`src/hdl/erm_pkg.sv`:
```
// Package for the Euler angle to rotation matrix core.
// Holds the fixed-point constants, the arctangent table, the lane types and the rounding helpers.
// Depends on nothing; erm_prep, erm_cordic_cell, erm_matrix and the top level import it.
`default_nettype none

package erm_pkg;

  localparam int unsigned AtanEntries = 24;

  localparam logic signed [33:0] Q28Pi     = 34'sd843314857;
  localparam logic signed [33:0] Q28HalfPi = 34'sd421657428;
  localparam logic signed [33:0] Q28TwoPi  = 34'sd1686629713;
  localparam logic signed [31:0] Q28Gain   = 32'sd163008218;
  localparam logic signed [15:0] Q14One    = 16'sd16384;
  localparam logic signed [32:0] Q28Half   = 33'sd8192;
  localparam logic signed [47:0] Q42Half   = 48'sd134217728;

  typedef logic signed [15:0] q14_t;

  typedef struct packed {
    logic signed [31:0] x;
    logic signed [31:0] y;
    logic signed [31:0] z;
  } erm_lane_t;

  typedef struct packed {
    erm_lane_t [2:0] lane;
    logic      [2:0] flip;
  } erm_rot_t;

  function automatic logic signed [31:0] atan_q28(input int unsigned idx);
    logic signed [31:0] a;
    unique case (idx)
      0:       a = 32'sd210828714;
      1:       a = 32'sd124459457;
      2:       a = 32'sd65760959;
      3:       a = 32'sd33381290;
      4:       a = 32'sd16755422;
      5:       a = 32'sd8385879;
      6:       a = 32'sd4193963;
      7:       a = 32'sd2097109;
      8:       a = 32'sd1048571;
      9:       a = 32'sd524287;
      10:      a = 32'sd262144;
      11:      a = 32'sd131072;
      12:      a = 32'sd65536;
      13:      a = 32'sd32768;
      14:      a = 32'sd16384;
      15:      a = 32'sd8192;
      16:      a = 32'sd4096;
      17:      a = 32'sd2048;
      18:      a = 32'sd1024;
      19:      a = 32'sd512;
      20:      a = 32'sd256;
      21:      a = 32'sd128;
      22:      a = 32'sd64;
      23:      a = 32'sd32;
      default: a = 32'sd0;
    endcase
    return a;
  endfunction

  function automatic q14_t sat_q14(input logic signed [47:0] v);
    q14_t r;
    if (v > 48'sd16384) begin
      r = Q14One;
    end else if (v < -48'sd16384) begin
      r = -Q14One;
    end else begin
      r = v[15:0];
    end
    return r;
  endfunction

  function automatic q14_t round_q28(input logic signed [32:0] v);
    logic signed [32:0] t;
    t = v + Q28Half;
    return sat_q14(48'(t >>> 14));
  endfunction

endpackage

`default_nettype wire

```
`src/hdl/erm_cordic_cell.sv`:
```
// One CORDIC rotation step for the three angle lanes, with its own pipeline register.
// Cells are chained in a row; STAGE sets the shift and the arctangent. Uses erm_pkg.
`default_nettype none

module erm_cordic_cell import erm_pkg::*; #(
  parameter int unsigned STAGE = 0
) (
  input  logic     clk_i,
  input  logic     rst_ni,
  input  logic     valid_i,
  output logic     ready_o,
  input  erm_rot_t data_i,
  output logic     valid_o,
  input  logic     ready_i,
  output erm_rot_t data_o
);

  localparam logic signed [31:0] Atan = atan_q28(STAGE);

  logic     valid_q;
  erm_rot_t data_d, data_q;

  assign ready_o = !valid_q || ready_i;
  assign valid_o = valid_q;
  assign data_o  = data_q;

  always_comb begin
    logic signed [31:0] xs, ys, zs;
    xs     = '0;
    ys     = '0;
    zs     = '0;
    data_d = data_i;
    for (int i = 0; i < 3; i++) begin
      xs = data_i.lane[i].x;
      ys = data_i.lane[i].y;
      zs = data_i.lane[i].z;
      if (!zs[31]) begin
        data_d.lane[i].x = xs - (ys >>> STAGE);
        data_d.lane[i].y = ys + (xs >>> STAGE);
        data_d.lane[i].z = zs - Atan;
      end else begin
        data_d.lane[i].x = xs + (ys >>> STAGE);
        data_d.lane[i].y = ys - (xs >>> STAGE);
        data_d.lane[i].z = zs + Atan;
      end
    end
  end

  always_ff @(posedge clk_i or negedge rst_ni) begin
    if (!rst_ni) begin
      valid_q <= 1'b0;
    end else if (ready_o) begin
      valid_q <= valid_i;
    end
  end

  always_ff @(posedge clk_i) begin
    if (ready_o) data_q <= data_d;
  end

endmodule

`default_nettype wire

```
`config.mk`:
```
export PLATFORM = sky130hd
export DESIGN_NAME = erm_cordic_cell
export DESIGN_NICKNAME = d
export VERILOG_FILES = /design/src/hdl/erm_pkg.sv /design/src/hdl/erm_cordic_cell.sv
export SDC_FILE = /design/constraint.sdc
export NUM_CORES = 1
export LEC_CHECK = 0
export BUFFER_PORTS_ARGS = -buffer_cell sky130_fd_sc_hd__buf_2
export CAP_MARGIN = 20
export CORE_ASPECT_RATIO = 1.5
export CORE_MARGIN = 2
export CORE_UTILIZATION = 50
export CTS_BUF_LIST = sky130_fd_sc_hd__clkbuf_8
export DETAILED_ROUTE_END_ITERATION = 10
export GPL_TIMING_DRIVEN = 0
export PLACE_DENSITY = 0.74
export SLEW_MARGIN = 20
export SYNTH_ARGS = -nofsm -noshare
export SYNTH_HDL_FRONTEND = slang
export SYNTH_SLANG_ARGS = --single-unit
```
`constraint.sdc`:
```
create_clock -name clk_i -period 12.9 [get_ports clk_i]
set_input_delay 2.58 -clock clk_i [delete_from_list [all_inputs] [get_ports clk_i]]
set_output_delay 2.58 -clock clk_i [all_outputs]
set_load 0.01 [all_outputs]
```
==> results of run 1 <==
state kept, by name (all words and copies together) (netlist names):
register	count
valid_o	1
data_o	288
worst max-delay path by stage:
stage / end / slack [ns] / cells after the start
2_1_floorplan: ready_o / 0.77 / 1
3_3_place_gp: ready_o / -3.24 / 3
3_5_place_dp: data_o[33] / 5.52 / 16
4_1_cts: ready_o / 5.91 / 6
5_1_grt: ready_o / 5.80 / 6
6_report: ready_o / 5.92 / 6
layer usage:
| layer | routed length [um] | up-vias |
|---|---|---|
| met5 | 111 | - |
| met4 | 6510 | 16 |
| met3 | 8380 | 342 |
| met2 | 49600 | 1387 |
| met1 | 34900 | 12758 |
| li1 | - | 12954 |
area by class of cell:
cell class | instances | share of cell area (%)
flip-flops and latches | 289 | 26.0
repair buffers | 592 | 9.19
clock inverters | 39 | 1.05
clock buffers | 47 | 1.94
inverters | 316 | 3.55
plain buffers | 127 | 1.66
diodes | 29 | 0.217
multi-input cells | 2494 | 53.6
well taps | 756 | 2.83
cells in the final DEF, fill, tap and decap left out, types with 47 or more instances in the layout:
| cell type | count |
|---|---|
| a21o_1 | 103 |
| a21oi_1 | 383 |
| buf_2 | 604 |
| clkbuf_1 | 75 |
| clkbuf_8 | 47 |
| edfxtp_1 | 288 |
| ha_1 | 369 |
| inv_1 | 315 |
| nand2_1 | 138 |
| nor2_1 | 273 |
| nor3_1 | 67 |
| o21ai_0 | 203 |
| o21bai_1 | 59 |
| xnor2_1 | 212 |
| xor2_1 | 51 |
report_power, final:
part / leakage, nW / switching (mW) / internal [mW] / total [mW]
Sequential: 2.91 / 0.0520 / 1.27 / 1.32
Clock: 0.538 / 0.411 / 0.468 / 0.879
Combinational: 11.9 / 0.901 / 0.550 / 1.45
Total: 15.3 / 1.36 / 2.29 / 3.65
metrics by stage:
| stage | setup slack (ns) | cells |
|---|---|---|
| after global routing | 5.80 | 4675 |
| after floorplan | 0.767 | 3226 |
| after global placement | -3.24 | 4569 |
| after CTS | 5.91 | 4660 |
| final | 5.92 | 4689 |
| after detailed placement | 5.52 | 4574 |
cells by family after synthesis:
family | share of synthesized area (%)
compound gates | 24.2
buf+inv | 6.15
flops | 30.7
xor+xnor | 8.15
simple gates | 12.5
fa+ha+maj | 17.2
mux | 1.25
==> results by group, run 1 <==
Timing
  – Endpoints failing setup: 0
  – Clk_skew: 0.0185 ns
  – Worst rel slew slack: 24.9%
  – Max Clk Rate: 143 MHz
  – Worst Max-Slew Pin Slew: around 1.1 ns
  – RSZ-0062 raised after global routing: false
  – Min Clock Period, post-route: 6.98 ns
  – Setup_tns: 0 ns
  – Hold WS: ~1.2 ns
  – Ratio of final minimum period to clock period: 54.1%
  – Final Hold Vio Count: 0
  – Final Max Tran Viols: 0

Setup path
  – CP Buf/Inv Count: 5
  – Cells along the critical path: buf_2 -> nand2b_4 -> buf_16 -> buf_16 -> buf_12 -> buf_2
  – Max incr delay on CP: slightly below 0.6 ns
  – Reg2reg path depth: 4
  – Worst r2r src: valid_o
  – Worst endpoint required time: 10.32 ns
  – Worst Setup Path Type: input port to output pin
  – R2r endpoint: data_o[267]
  – CP startpoint kind: input port
  – R2R Setup Slk: 10.56 ns
  – CP endpoint kind: output pin
  – Top Family by Delay on Critical Path: buffers and inverters
  – CP Data Arrival Time: ~4.4 ns
  – Worst setup path start: ready_i
  – Slowest-stage cell, CP: nand2b_4
  – CP max FO: 53

Layout
  – Multi-input gate area: 17900 um^2
  – Area growth syn-to-layout: 18.0%
  – Fill cells: around 5100
  – Layout cell share with drive strength beyond 1: 18.7%
  – Final Cell Area: 33400 um^2
  – Post-Route Utilization: 59.8%
  – Sequential cell area: 8670 um^2
  – Final #Nets: ~4500

Logic synthesis
  – Area leader, netlist: edfxtp_1
  – Asr flop ratio synth: 0.346%
  – Most frequent cells after synthesis: a21oi_1 (383), ha_1 (369), inv_1 (307)
  – Post-synthesis net count: 3902
  – Most frequent cell after synthesis: a21oi_1
  – Syn. warnings: 0
  – Mean Syn Cell Area: 8.77 um^2
  – Cell area after synthesis: around 28000 um^2
  – Synth Instances: 3226
  – Netlist cell types: slightly above 90
  – #FFs+latches synth: slightly below 300
  – Sequential area share after synthesis: 30.7%
  – Most used DFF post-synth: edfxtp_1
  – Post-synth top area share: between 30% and 40%
  – Post-synth EDFFs: 288
  – Synth area leaders: edfxtp_1 (31%), ha_1 (16%), a21oi_1 (6.8%)

Pwr
  – Tot Pwr: 3.65 mW
  – Lkg Pwr: ~15 nW
  – PwrDens: 109 nW/um^2
  – VDD IR max: 0.0914 mV

Floorplanning
  – IO Pins: 588
  – DIE AREA: 58500 um^2
  – FP Rows: 106
  – Die width: ~200 um
  – Core area: approximately 56000 um^2
  – Initial core utilization: 50.6%
  – Die Height: 295 um

Clocking
  – CTS tree: built
  – Post-CTS Setup Bufs: 0
  – Clock-pin slew on the worst setup and hold paths: 0.06 ns
  – Clk buf depth: 3
  – Hold Buf Count CTS: 0
  – Post_cts resized: 0
  – Htree depth: 2
  – Sinks on the clock net: 289
  – CTS buffer count: 47
  – Clock tree root buffer cell: clkbuf_8
  – Clk Latency, worst-skew pair: 0.64 ns

Global routing
  – Vias in the first global route: 26584
  – Grt ovf: 0
  – Initial antenna violation count: 30
  – Tot GR Track Use: around 33%
  – First-pass GRT wire length: between 100000 and 150000 um
  – Global route hottest layer: met2
  – Pin count of the biggest net entering global routing: 57
  – Met1 Track Usage GR: between 30% and 40%
  – GR Util met2: 58.4%
  – Met3 Use GR: 6.98%

Placed design
  – Cell Area, Placed: between 30000 and 40000 um^2
  – Final GP Congestion: 1.00
  – IO buf count: between 500 and 600
  – Post-detail-place hpwl: approximately 80000 um

Min path
  – Hold Path End: data_o[36]
  – HP Start: valid_o
  – Hold path depth: 1
  – Min-Delay Path Class: flop to flop

Job
  – Max Cap Violations: 0

Detailed routing
  – Number of iterations in the first detailed-routing pass: 8
  – WL per Instance: 21.2 um
  – Routed wire length: between 90000 and 100000 um
  – Post-route ant nets: 0
  – Vias/cell: 5.86
  – DR iter-0 viols: 2045
  – DR DRC count: 0
  – Vias: 27457

Status
  – Status: finished clean
(Power assumes the default switching activity.)
==> run 2, diff against run 1 <==
Settings changed: ABC_AREA set to 1, PLACE_DENSITY 0.74 to 0.75.
Clock period 12.9 ns to 5.9 ns, I/O delays scaled along.
==> run 2 against run 1 <==
Net effect: non-clock buffer count shrank 3; sequential power increased by 110%; final area increased by 24%; utilization fell by 1.8 points; critical path depth grew 7; critical endpoint is now data_o[114]; synthesized area grew 28%.
==> results by group, run 2 <==
Pwr
  – Tot Pwr: 8.60 mW
  – Comb power frac: between 40% and 50%
  – VDD IR max: 0.172 mV
  – Net Sw Frac: between 40% and 50%
  – PwrDens: slightly above 200 nW/um^2
  – Cell internal pwr: between 4 and 5 mW
  – Clock network power share: a little under a quarter
  – Reg power frac: between 30% and 40%
  – Lkg Pwr: between 20 and 25 nW
  – P_sw: roughly 3.7 mW

Clocking
  – Clk buf depth: 3
  – Clk Latency, worst-skew pair: 0.69 ns
  – Sinks on the clock net: slightly below 300
  – CTS buffer count: between 40 and 50
  – Clock tree root buffer cell: clkbuf_8
  – Post_cts resized: 0
  – Htree depth: 2
  – CTS tree: built
  – Hold Buf Count CTS: 0
  – Clock-pin slew on the worst setup and hold paths: 0.08 ns
  – Post-CTS Setup Bufs: 0

Setup path
  – CP startpoint kind: input port
  – R2R Setup Slk: 3.95 ns
  – Worst Setup Path Type: input port to flop
  – CP max FO: 24
  – Worst endpoint required time: 6.32 ns
  – CP Data Arrival Time: 4.84 ns
  – CP endpoint kind: flop

Floorplanning
  – Initial core utilization: 50.6%
  – Die Height: about 330 um
  – Die width: 224 um
  – Core area: between 70000 and 80000 um^2
  – FP Rows: 120
  – IO Pins: 588
  – DIE AREA: 74700 um^2

Logic synthesis
  – Synth area leaders: edfxtp_1 (24%), nand2_1 (22%), ha_1 (13%)
  – Post-synth top area share: 23.9%
  – Cell area after synthesis: 36300 um^2
  – Post-synth EDFFs: 288
  – #FFs+latches synth: 289
  – Sequential area share after synthesis: 23.9%
  – Most frequent cell after synthesis: nand2_1
  – Compound-cell area share of the yosys netlist: slightly above 9%
  – Post-synthesis net count: 6583
  – Area leader, netlist: edfxtp_1
  – Syn. warnings: 0
  – Asr flop ratio synth: less than 1%
  – Largest family of logic cells by synthesized area: simple AND/OR/NAND/NOR gates
  – Netlist cell types: 41
  – Synth Instances: 5907
  – Most used DFF post-synth: edfxtp_1
  – Mean Syn Cell Area: 6.14 um^2
  – Post-Synth Simple-Gate Area: 36.9%
  – Post-Synth Adder-Cell Area: approximately 13%
  – Fraction of synthesized cell area in xor and xnor cells: 3.36%
  – Most frequent cells after synthesis: nand2_1 (2139), inv_1 (1091), nand3_1 (508)
  – Multiplexer share of the synthesized area: 0%

Global routing
  – Tot GR Track Use: 38.2%
  – Initial antenna violation count: 40
  – Pin count of the biggest net entering global routing: 98
  – First-pass GRT wire length: 218000 um
  – Grt ovf: 0
  – Vias in the first global route: 38911

Layout
  – Most frequent cells in the layout: nand2_1 (2138), inv_1 (1099), buf_2 (642)
  – Fill cells: 7403
  – Layout cell share with drive strength beyond 1: 11.9%
  – Max reg flops: 288
  – Post-Route Utilization: 58.0%
  – Most common cell after layout, fill and taps aside: nand2_1
  – Final #Nets: 7223
  – Final Cell Area: 41500 um^2
  – Area growth syn-to-layout: 14.5%

Timing
  – Setup_tns: 0 ns
  – Clk_skew: 0.0410 ns
  – Ratio of final minimum period to clock period: 75.0%
  – Worst Max-Slew Pin Slew: 1.16 ns
  – Min Clock Period, post-route: 4.42 ns
  – Worst Slack Setup Final: about 1.5 ns
  – Final Max Tran Viols: 0
  – Max Clk Rate: 226 MHz
  – Endpoints failing setup: 0
  – RSZ-0062 raised after global routing: false
  – Worst rel slew slack: 22.9%
  – Final Hold Vio Count: 0

Placed design
  – Post-detail-place hpwl: between 100000 and 150000 um
  – IO buf count: 587
  – Post-place setup slack: 0.928 ns
  – Final GP Congestion: ~1.0
  – Cell Area, Placed: 40400 um^2

Detailed routing
  – Post-route ant nets: 0
  – Routed wire length: 147000 um
  – WL per Instance: 19.6 um
  – Vias/cell: between 5 and 6
  – DR iter-0 viols: around 3300
  – DR DRC count: 0
  – Number of iterations in the first detailed-routing pass: 8
  – Vias: 40806

Min path
  – Min-Delay Path Class: input port to async pin

Job
  – Max Cap Violations: 0

Status
  – Status: finished clean
-- run 2: final timing paths --
check,cells past startpoint,endpoint,start
worst min-delay path,1,valid_o,rst_ni
worst min register to register,2,valid_o,valid_o
worst max-delay path,13,data_o[114],data_i[130]
min in group clk_i,2,valid_o,valid_o
worst max register to register,3,data_o[116],valid_o
max in group asynchronous,1,valid_o,rst_ni
-- run 2: logic make-up after synthesis --
group | after synthesis
simple gates | 3260
buf+inv | 1219
compound gates | 619
fa+ha+maj | 381
flops | 289
xor+xnor | 139
-- run 2: layout make-up --
class / instances / area [um^2] / share of cell area, %
clock buffer: 50 / 688 / 1.66
inverter: 1093 / 4100 / 9.88
buffer: 126 / 682 / 1.64
clock inverter: 37 / 305 / 0.735
timing repair buffer: 590 / 3020 / 7.27
antenna: 34 / 85.1 / 0.205
multi-input combinational: 4399 / 22800 / 55.0
tap: 915 / 1140 / 2.76
sequential: 289 / 8670 / 20.9
-- run 2: critical path, stage by stage --
cell and delay, ns:
buf_2 0.23, clkbuf_1 0.20, inv_1 0.12, clkbuf_1 0.53
buf_2 0.73, ha_1 0.46, a21oi_1 0.34, o21ai_1 0.14
nor2_1 0.25, o21ai_1 0.23, nand2_1 0.12, nand2_1 0.11
xor2_1 0.16
-- run 2: routing by layer --
metal / wire length (um) / global-route usage (%) / vias up
met1: 54900 / 42.8 / 18398
li1: - / - / 19899
met5: 94 / 0 / -
met2: 69000 / 65.5 / 1940
met4: 11500 / 26.7 / 16
met3: 11900 / 7.05 / 553
-- run 2: stage by stage --
stage                     std cells  hold slack, ns
after floorplan                5907           0.884
final                          7533           0.246
after global routing           7521           0.234
after global placement         7409           0.954
after detailed placement       7412           0.613
after CTS                      7499           0.191
-- run 2: power groups by stage --
stage	Sequential, mW	Combinational (mW)	Clock (mW)
floorplan	3.03	2.15	0
global placement	2.87	3.72	0
detailed placement	2.84	3.76	0
CTS	2.81	3.77	1.98
global route	2.83	4.21	2.04
finish	2.81	3.85	1.95
